**src/hw/rtl/brs_pkg.sv**
```systemverilog
`timescale 1ns / 1ps
`default_nettype none

package brs_pkg;

    // Configuration register index; one spare bit, and writes to out-of-range indices are ignored
    localparam int CFG_IDX_BITS = 3;

    typedef enum logic [CFG_IDX_BITS-1:0] {
        REG_AREA_LEFT   = 3'd0,
        REG_AREA_TOP    = 3'd1,
        REG_AREA_RIGHT  = 3'd2,
        REG_AREA_BOTTOM = 3'd3
    } t_reg_idx;

    localparam int AREA_LEFT_RST   = 0;
    localparam int AREA_TOP_RST    = 0;
    localparam int AREA_RIGHT_RST  = 1920;
    localparam int AREA_BOTTOM_RST = 1080;

    localparam int DIR_BITS = 3;

    typedef enum logic [DIR_BITS-1:0] {
        DIR_NONE  = 3'd0,
        DIR_NORTH = 3'd1,
        DIR_WEST  = 3'd2,
        DIR_SOUTH = 3'd3,
        DIR_EAST  = 3'd4
    } t_dir;

    // Candidate slot index, north first
    localparam int NUM_CAND = 4;
    typedef logic [1:0] t_cand;

    localparam t_cand CAND_NORTH = 2'd0;
    localparam t_cand CAND_WEST  = 2'd1;
    localparam t_cand CAND_SOUTH = 2'd2;
    localparam t_cand CAND_EAST  = 2'd3;

    // Extra bits on internal sums so nothing wraps
    localparam int EXT_BITS = 3;

endpackage

`default_nettype wire

```
**src/hw/rtl/brs_if.sv**
```systemverilog
`timescale 1ns / 1ps
`default_nettype none

interface brs_req_if #(
    parameter int COORD_BITS = 16
);
    logic                         valid;
    logic                         ready;
    logic signed [COORD_BITS-1:0] box_left;
    logic signed [COORD_BITS-1:0] box_top;
    logic signed [COORD_BITS-1:0] box_right;
    logic signed [COORD_BITS-1:0] box_bottom;
    logic signed [COORD_BITS-1:0] busy_left;
    logic signed [COORD_BITS-1:0] busy_top;
    logic signed [COORD_BITS-1:0] busy_right;
    logic signed [COORD_BITS-1:0] busy_bottom;
    logic [2:0]                   first_dir;

    modport source (
        output valid, box_left, box_top, box_right, box_bottom,
               busy_left, busy_top, busy_right, busy_bottom, first_dir,
        input  ready
    );
    modport sink (
        input  valid, box_left, box_top, box_right, box_bottom,
               busy_left, busy_top, busy_right, busy_bottom, first_dir,
        output ready
    );
endinterface

interface brs_rsp_if #(
    parameter int COORD_BITS = 16
);
    logic                         valid;
    logic                         ready;
    logic [2:0]                   chosen_dir;
    logic signed [COORD_BITS-1:0] new_left;
    logic signed [COORD_BITS-1:0] new_top;
    logic signed [COORD_BITS-1:0] new_right;
    logic signed [COORD_BITS-1:0] new_bottom;

    modport source (
        output valid, chosen_dir, new_left, new_top, new_right, new_bottom,
        input  ready
    );
    modport sink (
        input  valid, chosen_dir, new_left, new_top, new_right, new_bottom,
        output ready
    );
endinterface

interface brs_cfg_if #(
    parameter int DATA_BITS = 16,
    parameter int IDX_BITS  = 3
);
    logic                 valid;
    logic                 ready;
    logic [IDX_BITS-1:0]  index;
    logic [DATA_BITS-1:0] data;

    modport source (output valid, index, data, input ready);
    modport sink   (input  valid, index, data, output ready);
endinterface

`default_nettype wire

```
**src/hw/rtl/box_relocation_search_top.sv**
```systemverilog
`timescale 1ns / 1ps
`default_nettype none

// Finds a free slot for a box beside an occupied region, inside a work area
// held in four configuration registers. A request beat is taken every cycle
// while the pipeline is not held by a stalled response side; each result
// passes an input register, four compute stages and an output register.
// Throughput is one beat per clock when the response side does not stall, set
// by the fully pipelined path: widths, clamp limits, clamped candidates, four
// parallel slot checks, then a rotating priority pick. Stages hold
// independently, so bubbles collapse while the output waits. Write the area
// registers only while no request is in flight.
module box_relocation_search_top
    import brs_pkg::*;
#(
    parameter int COORD_BITS = 16
) (
    input  wire logic   i_clk,
    input  wire logic   i_rst_n,
    brs_cfg_if.sink     i_cfg,
    brs_req_if.sink     i_req,
    brs_rsp_if.source   o_rsp
);
    localparam int W  = COORD_BITS;
    localparam int WX = COORD_BITS + EXT_BITS;
    localparam int NS = 6;

    typedef logic signed [WX-1:0] t_x;

    function automatic t_x sx(input logic signed [W-1:0] v);
        return WX'(v);
    endfunction

    // configuration
    logic signed [W-1:0] r_area_left, r_area_top, r_area_right, r_area_bottom;
    t_x al, at, ar, ab;

    assign i_cfg.ready = 1'b1;

    always_ff @(posedge i_clk) begin
        if (!i_rst_n) begin
            r_area_left   <= W'(AREA_LEFT_RST);
            r_area_top    <= W'(AREA_TOP_RST);
            r_area_right  <= W'(AREA_RIGHT_RST);
            r_area_bottom <= W'(AREA_BOTTOM_RST);
        end else if (i_cfg.valid) begin
            case (t_reg_idx'(i_cfg.index))
                REG_AREA_LEFT:   r_area_left   <= i_cfg.data;
                REG_AREA_TOP:    r_area_top    <= i_cfg.data;
                REG_AREA_RIGHT:  r_area_right  <= i_cfg.data;
                REG_AREA_BOTTOM: r_area_bottom <= i_cfg.data;
                default: ;
            endcase
        end
    end

    assign al = sx(r_area_left);
    assign at = sx(r_area_top);
    assign ar = sx(r_area_right);
    assign ab = sx(r_area_bottom);

    // stage valids and hold logic
    logic [NS-1:0] r_v;
    logic [NS-1:0] n_v;
    logic [NS-1:0] w_en;

    always_comb begin
        w_en[NS-1] = !r_v[NS-1] || o_rsp.ready;
        for (int k = NS - 2; k >= 0; k--) begin
            w_en[k] = !r_v[k] || w_en[k+1];
        end
        n_v[0] = w_en[0] ? i_req.valid : r_v[0];
        for (int k = 1; k < NS; k++) begin
            n_v[k] = w_en[k] ? r_v[k-1] : r_v[k];
        end
    end

    always_ff @(posedge i_clk) begin
        if (!i_rst_n) begin
            r_v <= '0;
        end else begin
            r_v <= n_v;
        end
    end

    assign i_req.ready = w_en[0];

    // stage 0: input register
    t_x    r0_bl, r0_bt, r0_br, r0_bb, r0_ol, r0_ot, r0_or, r0_ob;
    t_cand r0_first;

    always_ff @(posedge i_clk) begin
        if (w_en[0]) begin
            r0_bl <= sx(i_req.box_left);
            r0_bt <= sx(i_req.box_top);
            r0_br <= sx(i_req.box_right);
            r0_bb <= sx(i_req.box_bottom);
            r0_ol <= sx(i_req.busy_left);
            r0_ot <= sx(i_req.busy_top);
            r0_or <= sx(i_req.busy_right);
            r0_ob <= sx(i_req.busy_bottom);
            // unknown codes start at north
            if (i_req.first_dir >= DIR_NORTH && i_req.first_dir <= DIR_EAST) begin
                r0_first <= t_cand'(i_req.first_dir - 3'd1);
            end else begin
                r0_first <= CAND_NORTH;
            end
        end
    end

    // stage 1: box size and reject test
    t_x    s1_w, s1_h;
    t_x    r1_w, r1_h, r1_bl, r1_bt, r1_ol, r1_ot, r1_or, r1_ob;
    t_cand r1_first;
    logic  r1_reject;

    assign s1_w = r0_br - r0_bl;
    assign s1_h = r0_bb - r0_bt;

    always_ff @(posedge i_clk) begin
        if (w_en[1]) begin
            r1_w      <= s1_w;
            r1_h      <= s1_h;
            r1_reject <= (s1_w <= t_x'(0)) || (s1_h <= t_x'(0))
                         || (s1_w > ar - al) || (s1_h > ab - at);
            r1_bl     <= r0_bl;
            r1_bt     <= r0_bt;
            r1_ol     <= r0_ol;
            r1_ot     <= r0_ot;
            r1_or     <= r0_or;
            r1_ob     <= r0_ob;
            r1_first  <= r0_first;
        end
    end

    // stage 2: clamp limits and the busy-relative edges
    t_x    r2_hix, r2_hiy, r2_cy_n, r2_cx_w;
    t_x    r2_w, r2_h, r2_bl, r2_bt, r2_ol, r2_ot, r2_or, r2_ob;
    t_cand r2_first;
    logic  r2_reject;

    always_ff @(posedge i_clk) begin
        if (w_en[2]) begin
            r2_hix    <= ar - r1_w;
            r2_hiy    <= ab - r1_h;
            r2_cy_n   <= r1_ot - r1_h;
            r2_cx_w   <= r1_ol - r1_w;
            r2_w      <= r1_w;
            r2_h      <= r1_h;
            r2_bl     <= r1_bl;
            r2_bt     <= r1_bt;
            r2_ol     <= r1_ol;
            r2_ot     <= r1_ot;
            r2_or     <= r1_or;
            r2_ob     <= r1_ob;
            r2_first  <= r1_first;
            r2_reject <= r1_reject;
        end
    end

    // stage 3: clamp the kept axis and form the four candidates
    t_x    s3_kx, s3_ky;
    t_x    r3_cx [NUM_CAND];
    t_x    r3_cy [NUM_CAND];
    t_x    r3_w, r3_h, r3_ol, r3_ot, r3_or, r3_ob;
    t_cand r3_first;
    logic  r3_reject;

    always_comb begin
        if (r2_bl < al) begin
            s3_kx = al;
        end else if (r2_bl > r2_hix) begin
            s3_kx = r2_hix;
        end else begin
            s3_kx = r2_bl;
        end
        if (r2_bt < at) begin
            s3_ky = at;
        end else if (r2_bt > r2_hiy) begin
            s3_ky = r2_hiy;
        end else begin
            s3_ky = r2_bt;
        end
    end

    always_ff @(posedge i_clk) begin
        if (w_en[3]) begin
            r3_cx[CAND_NORTH] <= s3_kx;
            r3_cy[CAND_NORTH] <= r2_cy_n;
            r3_cx[CAND_WEST]  <= r2_cx_w;
            r3_cy[CAND_WEST]  <= s3_ky;
            r3_cx[CAND_SOUTH] <= s3_kx;
            r3_cy[CAND_SOUTH] <= r2_ob;
            r3_cx[CAND_EAST]  <= r2_or;
            r3_cy[CAND_EAST]  <= s3_ky;
            r3_w      <= r2_w;
            r3_h      <= r2_h;
            r3_ol     <= r2_ol;
            r3_ot     <= r2_ot;
            r3_or     <= r2_or;
            r3_ob     <= r2_ob;
            r3_first  <= r2_first;
            r3_reject <= r2_reject;
        end
    end

    // stage 4: check all four slots in parallel
    t_x              s4_sr [NUM_CAND];
    t_x              s4_sb [NUM_CAND];
    logic [NUM_CAND-1:0] s4_ok;
    t_x              r4_sl [NUM_CAND];
    t_x              r4_st [NUM_CAND];
    t_x              r4_sr [NUM_CAND];
    t_x              r4_sb [NUM_CAND];
    logic [NUM_CAND-1:0] r4_ok;
    t_cand           r4_first;

    for (genvar g = 0; g < NUM_CAND; g++) begin : g_chk
        brs_slot_chk #(
            .WX (WX)
        ) u_chk (
            .i_sl (r3_cx[g]),
            .i_st (r3_cy[g]),
            .i_w  (r3_w),
            .i_h  (r3_h),
            .i_al (al),
            .i_at (at),
            .i_ar (ar),
            .i_ab (ab),
            .i_ol (r3_ol),
            .i_ot (r3_ot),
            .i_or (r3_or),
            .i_ob (r3_ob),
            .o_sr (s4_sr[g]),
            .o_sb (s4_sb[g]),
            .o_ok (s4_ok[g])
        );
    end

    always_ff @(posedge i_clk) begin
        if (w_en[4]) begin
            for (int k = 0; k < NUM_CAND; k++) begin
                r4_sl[k] <= r3_cx[k];
                r4_st[k] <= r3_cy[k];
                r4_sr[k] <= s4_sr[k];
                r4_sb[k] <= s4_sb[k];
            end
            // a rejected box finds nothing
            r4_ok    <= r3_reject ? '0 : s4_ok;
            r4_first <= r3_first;
        end
    end

    // stage 5: rotating priority pick into the output register
    t_cand s5_sel;
    logic  s5_found;
    t_cand s5_idx;

    always_comb begin
        s5_sel   = CAND_NORTH;
        s5_found = 1'b0;
        for (int n = 0; n < NUM_CAND; n++) begin
            s5_idx = r4_first + t_cand'(n);
            if (!s5_found && r4_ok[s5_idx]) begin
                s5_found = 1'b1;
                s5_sel   = s5_idx;
            end
        end
    end

    logic [DIR_BITS-1:0] r_dir;
    logic signed [W-1:0] r_new_left, r_new_top, r_new_right, r_new_bottom;

    always_ff @(posedge i_clk) begin
        if (w_en[5]) begin
            if (s5_found) begin
                r_dir        <= DIR_BITS'(s5_sel) + DIR_BITS'(1);
                r_new_left   <= r4_sl[s5_sel][W-1:0];
                r_new_top    <= r4_st[s5_sel][W-1:0];
                r_new_right  <= r4_sr[s5_sel][W-1:0];
                r_new_bottom <= r4_sb[s5_sel][W-1:0];
            end else begin
                r_dir        <= DIR_NONE;
                r_new_left   <= '0;
                r_new_top    <= '0;
                r_new_right  <= '0;
                r_new_bottom <= '0;
            end
        end
    end

    assign o_rsp.valid      = r_v[NS-1];
    assign o_rsp.chosen_dir = r_dir;
    assign o_rsp.new_left   = r_new_left;
    assign o_rsp.new_top    = r_new_top;
    assign o_rsp.new_right  = r_new_right;
    assign o_rsp.new_bottom = r_new_bottom;

    // no slot means an all-zero box
    a_none_zero: assert property (@(posedge i_clk) disable iff (!i_rst_n)
        r_v[NS-1] && r_dir == DIR_NONE |->
            r_new_left == '0 && r_new_top == '0 && r_new_right == '0 && r_new_bottom == '0)
        else $error("empty result carries nonzero box");

    // a chosen slot is never empty
    a_slot_size: assert property (@(posedge i_clk) disable iff (!i_rst_n)
        r_v[NS-1] && r_dir != DIR_NONE |->
            r_new_left < r_new_right && r_new_top < r_new_bottom)
        else $error("chosen slot is empty");

    // a held check stage keeps its beat and its verdicts
    a_hold_chk: assert property (@(posedge i_clk) disable iff (!i_rst_n)
        r_v[4] && !w_en[4] |=> r_v[4] && $stable(r4_ok) && $stable(r4_first))
        else $error("check stage lost a held beat");

    // a rejected box never reaches a candidate verdict
    a_reject: assert property (@(posedge i_clk) disable iff (!i_rst_n)
        r_v[3] && w_en[4] && r3_reject |=> r4_ok == '0)
        else $error("rejected box produced a slot");

endmodule

`default_nettype wire

```
**src/hw/rtl/brs_slot_chk.sv**
```systemverilog
`timescale 1ns / 1ps
`default_nettype none

module brs_slot_chk #(
    parameter int WX = 19
) (
    input  wire logic signed [WX-1:0] i_sl,
    input  wire logic signed [WX-1:0] i_st,
    input  wire logic signed [WX-1:0] i_w,
    input  wire logic signed [WX-1:0] i_h,
    input  wire logic signed [WX-1:0] i_al,
    input  wire logic signed [WX-1:0] i_at,
    input  wire logic signed [WX-1:0] i_ar,
    input  wire logic signed [WX-1:0] i_ab,
    input  wire logic signed [WX-1:0] i_ol,
    input  wire logic signed [WX-1:0] i_ot,
    input  wire logic signed [WX-1:0] i_or,
    input  wire logic signed [WX-1:0] i_ob,
    output logic signed [WX-1:0]      o_sr,
    output logic signed [WX-1:0]      o_sb,
    output logic                      o_ok
);
    logic in_area;
    logic overlap;

    always_comb begin
        o_sr    = i_sl + i_w;
        o_sb    = i_st + i_h;
        in_area = !(i_sl < i_al || i_st < i_at || o_sr > i_ar || o_sb > i_ab);
        // touching edges are not overlap
        overlap = (i_sl < i_or) && (i_ol < o_sr) && (i_st < i_ob) && (i_ot < o_sb);
        o_ok    = in_area && !overlap;
    end

endmodule

`default_nettype wire
```
**src/flat_wrapper.sv**
```systemverilog
// flat-port wrapper written by rule: the top's interface ports become plain ports
module box_relocation_search_top_flat import brs_pkg::*;
#(
    parameter int COORD_BITS = 16
)
  (i_clk, i_rst_n, i_cfg_valid, i_cfg_index, i_cfg_data, i_cfg_ready, i_req_valid, i_req_box_left, i_req_box_top, i_req_box_right, i_req_box_bottom, i_req_busy_left, i_req_busy_top, i_req_busy_right, i_req_busy_bottom, i_req_first_dir, i_req_ready, o_rsp_valid, o_rsp_chosen_dir, o_rsp_new_left, o_rsp_new_top, o_rsp_new_right, o_rsp_new_bottom, o_rsp_ready);
  brs_cfg_if i_cfg_i ();
  brs_req_if #(.COORD_BITS(COORD_BITS)) i_req_i ();
  brs_rsp_if #(.COORD_BITS(COORD_BITS)) o_rsp_i ();
  input  wire logic i_clk;
  input  wire logic i_rst_n;
  input wire logic [$bits(i_cfg_i.valid)-1:0] i_cfg_valid;
  input wire logic [$bits(i_cfg_i.index)-1:0] i_cfg_index;
  input wire logic [$bits(i_cfg_i.data)-1:0] i_cfg_data;
  output wire logic [$bits(i_cfg_i.ready)-1:0] i_cfg_ready;
  input wire logic [$bits(i_req_i.valid)-1:0] i_req_valid;
  input wire logic [$bits(i_req_i.box_left)-1:0] i_req_box_left;
  input wire logic [$bits(i_req_i.box_top)-1:0] i_req_box_top;
  input wire logic [$bits(i_req_i.box_right)-1:0] i_req_box_right;
  input wire logic [$bits(i_req_i.box_bottom)-1:0] i_req_box_bottom;
  input wire logic [$bits(i_req_i.busy_left)-1:0] i_req_busy_left;
  input wire logic [$bits(i_req_i.busy_top)-1:0] i_req_busy_top;
  input wire logic [$bits(i_req_i.busy_right)-1:0] i_req_busy_right;
  input wire logic [$bits(i_req_i.busy_bottom)-1:0] i_req_busy_bottom;
  input wire logic [$bits(i_req_i.first_dir)-1:0] i_req_first_dir;
  output wire logic [$bits(i_req_i.ready)-1:0] i_req_ready;
  output wire logic [$bits(o_rsp_i.valid)-1:0] o_rsp_valid;
  output wire logic [$bits(o_rsp_i.chosen_dir)-1:0] o_rsp_chosen_dir;
  output wire logic [$bits(o_rsp_i.new_left)-1:0] o_rsp_new_left;
  output wire logic [$bits(o_rsp_i.new_top)-1:0] o_rsp_new_top;
  output wire logic [$bits(o_rsp_i.new_right)-1:0] o_rsp_new_right;
  output wire logic [$bits(o_rsp_i.new_bottom)-1:0] o_rsp_new_bottom;
  input wire logic [$bits(o_rsp_i.ready)-1:0] o_rsp_ready;
  assign i_cfg_i.valid = i_cfg_valid;
  assign i_cfg_i.index = i_cfg_index;
  assign i_cfg_i.data = i_cfg_data;
  assign i_cfg_ready = i_cfg_i.ready;
  assign i_req_i.valid = i_req_valid;
  assign i_req_i.box_left = i_req_box_left;
  assign i_req_i.box_top = i_req_box_top;
  assign i_req_i.box_right = i_req_box_right;
  assign i_req_i.box_bottom = i_req_box_bottom;
  assign i_req_i.busy_left = i_req_busy_left;
  assign i_req_i.busy_top = i_req_busy_top;
  assign i_req_i.busy_right = i_req_busy_right;
  assign i_req_i.busy_bottom = i_req_busy_bottom;
  assign i_req_i.first_dir = i_req_first_dir;
  assign i_req_ready = i_req_i.ready;
  assign o_rsp_valid = o_rsp_i.valid;
  assign o_rsp_chosen_dir = o_rsp_i.chosen_dir;
  assign o_rsp_new_left = o_rsp_i.new_left;
  assign o_rsp_new_top = o_rsp_i.new_top;
  assign o_rsp_new_right = o_rsp_i.new_right;
  assign o_rsp_new_bottom = o_rsp_i.new_bottom;
  assign o_rsp_i.ready = o_rsp_ready;
  box_relocation_search_top #(.COORD_BITS(COORD_BITS)) u_core (.i_clk(i_clk), .i_rst_n(i_rst_n), .i_cfg(i_cfg_i), .i_req(i_req_i), .o_rsp(o_rsp_i));
endmodule
```
**config.mk**
```make
export PLATFORM = sky130hd
export DESIGN_NAME = box_relocation_search_top_flat
export DESIGN_NICKNAME = d
export VERILOG_FILES = /design/src/hw/rtl/brs_pkg.sv /design/src/hw/rtl/brs_if.sv /design/src/hw/rtl/box_relocation_search_top.sv /design/src/hw/rtl/brs_slot_chk.sv /design/src/flat_wrapper.sv
export SDC_FILE = /design/constraint.sdc
export NUM_CORES = 2
export LEC_CHECK = 0
export BUFFER_PORTS_ARGS = -buffer_cell sky130_fd_sc_hd__buf_4
export CAP_MARGIN = 30
export CORE_ASPECT_RATIO = 0.5
export CORE_MARGIN = 2
export CORE_UTILIZATION = 40
export DETAILED_ROUTE_END_ITERATION = 7
export PLACE_DENSITY = 0.56
export SYNTH_ARGS = -nofsm -noshare
export SYNTH_HDL_FRONTEND = slang
export SYNTH_HIERARCHICAL = 1
export SYNTH_SLANG_ARGS = --single-unit
export TNS_END_PERCENT = 50
```
**constraint.sdc**
```tcl
create_clock -name i_clk -period 18.4 [get_ports i_clk]
set_input_delay 0.92 -clock i_clk [delete_from_list [all_inputs] [get_ports i_clk]]
set_output_delay 0.92 -clock i_clk [all_outputs]
set_load 0.005 [all_outputs]
```
# Word-level counts from Yosys, hierarchy flattened
# Memory sizes are Yosys's and may differ from the RTL's. A register that Yosys moved wholly into a read port is not among the register bits.
# Index checks and enable logic that the tools add are counted.
dict set report classes {
  magnitude_cmp 46
  n_bitwise 0
  n_reduce_logical 67
  n_mul 0
  add_sub_neg 21
  shifts 0
  eq_ne 3
  div 0
  n_mux 24
}
# cell n
set op_table {}
lappend op_table {{< comparator 19 x 16 -> 1 bit} 16}
lappend op_table {{adder 19 bit} 8}
lappend op_table {{> comparator 19 x 16 -> 1 bit} 8}
lappend op_table {{< comparator 16 x 19 -> 1 bit} 8}
lappend op_table {{two-way mux 19 bit} 4}
lappend op_table {{subtractor 16 x 19 -> 19 bit} 4}
lappend op_table {{subtractor 16 x 16 -> 17 bit} 4}
lappend op_table {{> comparator 16 x 19 -> 1 bit} 2}
lappend op_table {{> comparator 19 bit} 2}
lappend op_table {{less-or-equal comparator 19 x 1 -> 1 bit (second input constant)} 2}
lappend op_table {{< comparator 16 bit} 2}
lappend op_table {{zero test 1 bit} 21}
lappend op_table {{logical OR 1 bit} 21}
lappend op_table {{logical AND 1 bit} 20}
lappend op_table {{< comparator 2 x 3 -> 1 bit (second input constant)} 4}
lappend op_table {{two-way mux 1 bit} 12}
lappend op_table {{binary-select mux 1 bit (select 2 bit)} 4}
lappend op_table {{two-way mux 2 bit} 4}
lappend op_table {{AND reduction 2 bit} 4}
lappend op_table {{== test 3 x 2 -> 1 bit (second input constant)} 2}
lappend op_table {{adder 2 bit (second input constant)} 2}
lappend op_table {{adder 2 x 1 -> 3 bit (second input constant)} 1}
lappend op_table {{== test 3 x 1 -> 1 bit (second input constant)} 1}
lappend op_table {{greater-or-equal comparator 3 x 1 -> 1 bit (second input constant)} 1}
lappend op_table {{other kinds (4)} 4}
dict set report word_totals {
  ramBits 456
  output_inout_bits 70
  elab_cells 221
  input_bits 155
  reg_bits 664
  romBits 0
  latchBits 0
  memories 6
}
# memory depth word_bits read_ports rd_ports_with_merged_regs wr line
set memory_table {}
lappend memory_table {u_core.r3_cx 4 19 4 0 4 box_relocation_search_top.sv:163} ;# t_x r3_cx [NUM_CAND];
lappend memory_table {u_core.r3_cy 4 19 4 0 4 box_relocation_search_top.sv:164} ;# t_x r3_cy [NUM_CAND];
lappend memory_table {u_core.r4_sb 4 19 1 1 4 box_relocation_search_top.sv:214} ;# t_x r4_sb [NUM_CAND];
lappend memory_table {u_core.r4_sl 4 19 1 1 4 box_relocation_search_top.sv:211} ;# t_x r4_sl [NUM_CAND];
lappend memory_table {u_core.r4_sr 4 19 1 1 4 box_relocation_search_top.sv:213} ;# t_x r4_sr [NUM_CAND];
lappend memory_table {u_core.r4_st 4 19 1 1 4 box_relocation_search_top.sv:212} ;# t_x r4_st [NUM_CAND];

# Logic depth before layout (Yosys ltp)
dict set report logic_depth {
  ltp_word 13
  mapped_depth 25
  ltp_nobuf 25
}

# Cells and area by module
# The synthesis kept the hierarchy.
# mod instances cells_per_inst seq_area_each_um2 area_per_inst_um2
set by_module_without_submodules {}
lappend by_module_without_submodules {box_relocation_search_top 1 2744 29568.4 41586.1}
lappend by_module_without_submodules {{brs_slot_chk at u_core.g_chk[0].u_chk ...} 2 751 0.0 5522.8}
lappend by_module_without_submodules {{brs_slot_chk at u_core.g_chk[3].u_chk} 1 787 0.0 5798.1}
lappend by_module_without_submodules {{brs_slot_chk at u_core.g_chk[2].u_chk} 1 779 0.0 5698.0}

# Least setup slack after synthesis
# OpenSTA, ideal clock, no wires.
dict set report synth_path {
  path_type {input port to flip-flop}
  from {input port o_rsp_ready}
  to {register u_core.r4_first[0], enable pin}
  setup_time_ns 1.788
  path_stages 2
  n_path_buf 0
  arrival_ns 4.910
  t_required_ns 16.612
  slack_ns 11.702
  path_cell_list {nor2b_1 > nand2_1}
}
dict set report synth_between {
  elab_chain_cells 2
}
# element line
set synth_rtl {}
lappend synth_rtl {{from (decl)} flat_wrapper.sv:33} ;# input wire logic [$bits(o_rsp_i.ready)-1:0] o_rsp_ready;
lappend synth_rtl {{logical OR 1 bit} box_relocation_search_top.sv:68} ;# w_en[NS-1] = !r_v[NS-1] || o_rsp.ready;
lappend synth_rtl {{logical OR 1 bit} box_relocation_search_top.sv:70} ;# w_en[k] = !r_v[k] || w_en[k+1];
lappend synth_rtl {{named net u_core.w_en[4]} box_relocation_search_top.sv:65} ;# logic [NS-1:0] w_en;
lappend synth_rtl {{to (signal assigned)} box_relocation_search_top.sv:250} ;# r4_first <= r3_first;
lappend synth_rtl {{to (decl)} box_relocation_search_top.sv:216} ;# t_cand r4_first;
# The timed path passes the listed nets, and every way through them passes these cells.
# A chain may end at the register's enable or synchronous reset.

==> flow_summary.json <==
{
  "status": "completed",
  "ff2ff_setup_slack_ns": 12.40,
  "vias_per_cell": 5.482,
  "areaGrowthSynthToFinish_pct": 12.46,
  "fp.coreArea_um2": 158500,
  "worstPathRequired_ns": 18.83,
  "vias": 45539,
  "p_sw_share_pct": 40.52,
  "grt_pass1_wl_mm": 291.0,
  "slew_headroom_pct": 30.44,
  "htree_levels": 3,
  "power_frac_comb_pct": 46.8,
  "die_w_um": 570.2,
  "syn-num-nets": 6870,
  "ir_worst_vdd_mv": 0.06946,
  "path_clk_slew_ns": 0.07,
  "grt_use_total_pct": 23.97,
  "port_buffers": 223,
  "fmax_ghz": 0.1667,
  "cp_slowest_cell": "edfxtp_1",
  "tightestPinTransition_ns": 1.043,
  "end_kind": "register",
  "place_congestion": 0.9386,
  "cp-endpoint": "u_core/r4_ok[3]",
  "setup_violations": 0,
  "wl_per_cell_um": 23.74,
  "drc": 0,
  "path_buf_inv": 1,
  "cp.arrival_ns": 6.43,
  "synth_area_um2": 64110,
  "rows": 103,
  "path_depth": 24,
  "ctsLongestPathBuffers": 3,
  "hold_viol_final": 0,
  "grt_setup_unrepaired": "no",
  "dieHeight_um": 287.1,
  "fillerInstances": 14647,
  "drv_slew": 0,
  "synth_cells": 5808,
  "avgSynthCellArea_um2": 11.04,
  "cp_max_fo": 9,
  "finalNetCount": 7179,
  "finalClockSkew_ns": 0.03884,
  "cts-root-buf": "clkbuf_16",
  "dp.cells": 8111,
  "setup_ws_ns": 12.40,
  "critPathKind": "reg2reg",
  "drtPass1Iterations": 6,
  "hpwl_mm": 154.5,
  "dieArea_um2": 163700,
  "cts_resized": 0,
  "first_global_vias": 44022,
  "initialDrtViolationCount": 3753,
  "path_cells": "inv_1, fa_1, nor2b_1, o21ai_0, a21boi_0, o21ai_0, a21oi_1, o2111ai_1, a31oi_1, a41oi_1, nor2b_1, xor2_1, ha_1, a21o_1, a211oi_1, nand3b_1, a211o_1, o21ai_0, nand4_1, a21oi_1, o211ai_1, a211oi_1, nor4b_2, nor2b_1",
  "powerDensity_nw_per_um2": 147.2,
  "antenna_found_initial": 7,
  "cts.sinks": 1008,
  "place_ws_ns": 12.53,
  "grt_start_max_net_pins": 76,
  "timing.rr.end": "u_core/r4_ok[3]",
  "p_switching_mw": 4.302,
  "slowest_delay_ns": 0.57,
  "worstSkewPairLatency_ns": 0.72,
  "p_leak_nw": 31.18,
  "p_int_mw": 6.315,
  "io_pins": 225,
  "fin_crit_sh_pct": 32.60,
  "finalSetupTns_ns": 0,
  "drtAntennaViolNets": 0,
  "postCtsHoldBufs": 0,
  "post_cts_buffers": 0,
  "crit-reg2reg-launch": "u_core/r3_cy[3][1]",
  "grt.overflow.total": 0,
  "critical-path-top-delay-family": "compound AO/OA/AOI/OAI gates",
  "cts_inserted_buffers": 98,
  "final_layout_size_suffix_gt1_share_pct": 9.664,
  "period_needed_ns": 5.999,
  "initial_utilization_pct": 40.45,
  "p_seq_share_pct": 33.2,
  "instances_no_fill": 8307,
  "hp-class": "in2reg",
  "fin_util_pct": 45.49,
  "tritoncts": "done",
  "pwr-share-clk_pct": 20.0,
  "startpoint": "u_core/r3_cy[3][1]",
  "wl_mm": 197.2,
  "worstRegToRegCells": 24,
  "maxCapViolCount": 0,
  "yosys_warnings": 6,
  "start_kind": "register"
}
## worst min-delay path by stage
stage / slack (ns) / to / cells past startpoint / startpoint
after global placement: 0.40 / u_core/r3_or[6] / 0 / u_core/r2_or[6]
after floorplan: 0.40 / u_core/r1_first[0] / 0 / u_core/r0_first[0]
final: 0.37 / u_core/r0_ol[4] / 1 / i_req_busy_left[4]
after global routing: 0.33 / u_core/r0_or[9] / 1 / i_req_busy_right[9]
after CTS: 0.32 / u_core/r0_or[9] / 1 / i_req_busy_right[9]
after detailed placement: 0.40 / u_core/r1_ol[2] / 0 / u_core/r0_ol[2]
## layout make-up
class | instances | area, µm² | share of cell area (%)
Timing Repair Buffer | 273 | 2206 | 3.059
Sequential cell | 1008 | 29570 | 41.01
Clock inverter | 66 | 772.0 | 1.071
Tap cell | 2100 | 2628 | 3.644
Clock buffer | 115 | 2546 | 3.531
Inverter | 824 | 3107 | 4.309
Antenna cell | 9 | 22.52 | 0.03124
Multi-Input combinational cell | 3912 | 31250 | 43.35
## worst register-to-register path, stage by stage, from the launching register on
cell and delay, ns:
edfxtp_1 0.57, inv_1 0.12, fa_1 0.49, nor2b_1 0.13, o21ai_0 0.11, a21boi_0 0.40
o21ai_0 0.19, a21oi_1 0.27, o2111ai_1 0.24, a31oi_1 0.31, a41oi_1 0.21, nor2b_1 0.20
xor2_1 0.15, ha_1 0.30, a21o_1 0.17, a211oi_1 0.33, nand3b_1 0.12, a211o_1 0.24
o21ai_0 0.23, nand4_1 0.18, a21oi_1 0.15, o211ai_1 0.11, a211oi_1 0.29, nor4b_2 0.09
nor2b_1 0.15
## layout by cell type, fill, tap and decap left out, types with 15 or more instances in the layout
| master | instances |
|---|---|
| clkbuf_16 | 98 |
| nand4_1 | 70 |
| or3_1 | 27 |
| o221ai_1 | 16 |
| nor2_1 | 252 |
| fa_1 | 16 |
| and2_1 | 30 |
| a21oi_1 | 306 |
| a221oi_1 | 23 |
| xor2_1 | 99 |
| inv_1 | 814 |
| nand2b_1 | 84 |
| nand3b_1 | 26 |
| o31ai_1 | 21 |
| o21a_1 | 50 |
| a31oi_1 | 51 |
| nor3_1 | 87 |
| clkinv_2 | 18 |
| nand3_1 | 110 |
| mux4_2 | 32 |
| nor2b_1 | 120 |
| a211oi_1 | 52 |
| o211ai_1 | 46 |
| and3_1 | 43 |
| a211o_1 | 26 |
| buf_4 | 263 |
| a21o_1 | 194 |
| dfxtp_1 | 70 |
| mux2i_1 | 69 |
| maj3_1 | 16 |
| or2_2 | 25 |
| ha_1 | 891 |
| and4_1 | 15 |
| nand2_1 | 335 |
| edfxtp_1 | 938 |
| xnor2_1 | 136 |
| o2111ai_1 | 27 |
| o21bai_1 | 17 |
| a21boi_0 | 74 |
| o21ai_0 | 257 |
## flip-flops by register name, indices dropped and copies added (netlist names), 17 cells and up
name,cells
u_core/r2_hix,18
u_core/r1_h,17
u_core/r2_cx_w,18
u_core/r1_w,17
u_core/r2_w,17
u_core/r4_sb,64
u_core/r3_w,17
u_core/r3_cx,37
u_core/r3_h,17
u_core/r4_sr,64
u_core/r3_cy,37
u_core/r2_h,17
u_core/r2_hiy,18
u_core/r4_st,48
u_core/r2_cy_n,18
u_core/r4_sl,48
## layer usage
metal | global-route usage [%] | up-vias | part of all wire (%)
met1 | 34.20 | 22125 | 47
met3 | 3.769 | 234 | 6.2
li1 | - | 21967 | -
met4 | 6.669 | 0 | 2.9
met2 | 37.71 | 1213 | 44
met5 | 0 | - | 0
## power by group through the flow
| stage | combinational, mW | sequential, mW | clock (mW) |
|---|---|---|---|
| global route | 5.53 | 3.56 | 2.27 |
| detailed placement | 4.87 | 3.58 | 0 |
| finish | 4.97 | 3.52 | 2.13 |
| CTS | 4.91 | 3.53 | 2.18 |
| global placement | 4.76 | 3.57 | 0 |
| floorplan | 3.45 | 3.34 | 0 |
## metrics by stage
stage / hold slack (ns) / cell area, µm² / total power, mW
2_1_floorplan: 0.4003 / 64110 / 6.792
3_3_place_gp: 0.4006 / 68530 / 8.331
6_report: 0.3731 / 72100 / 10.62
3_5_place_dp: 0.4045 / 68620 / 8.449
4_1_cts: 0.3211 / 71940 / 10.63
5_1_grt: 0.3252 / 72080 / 11.37
No activity file was read; power rests on OpenSTA's default activity.
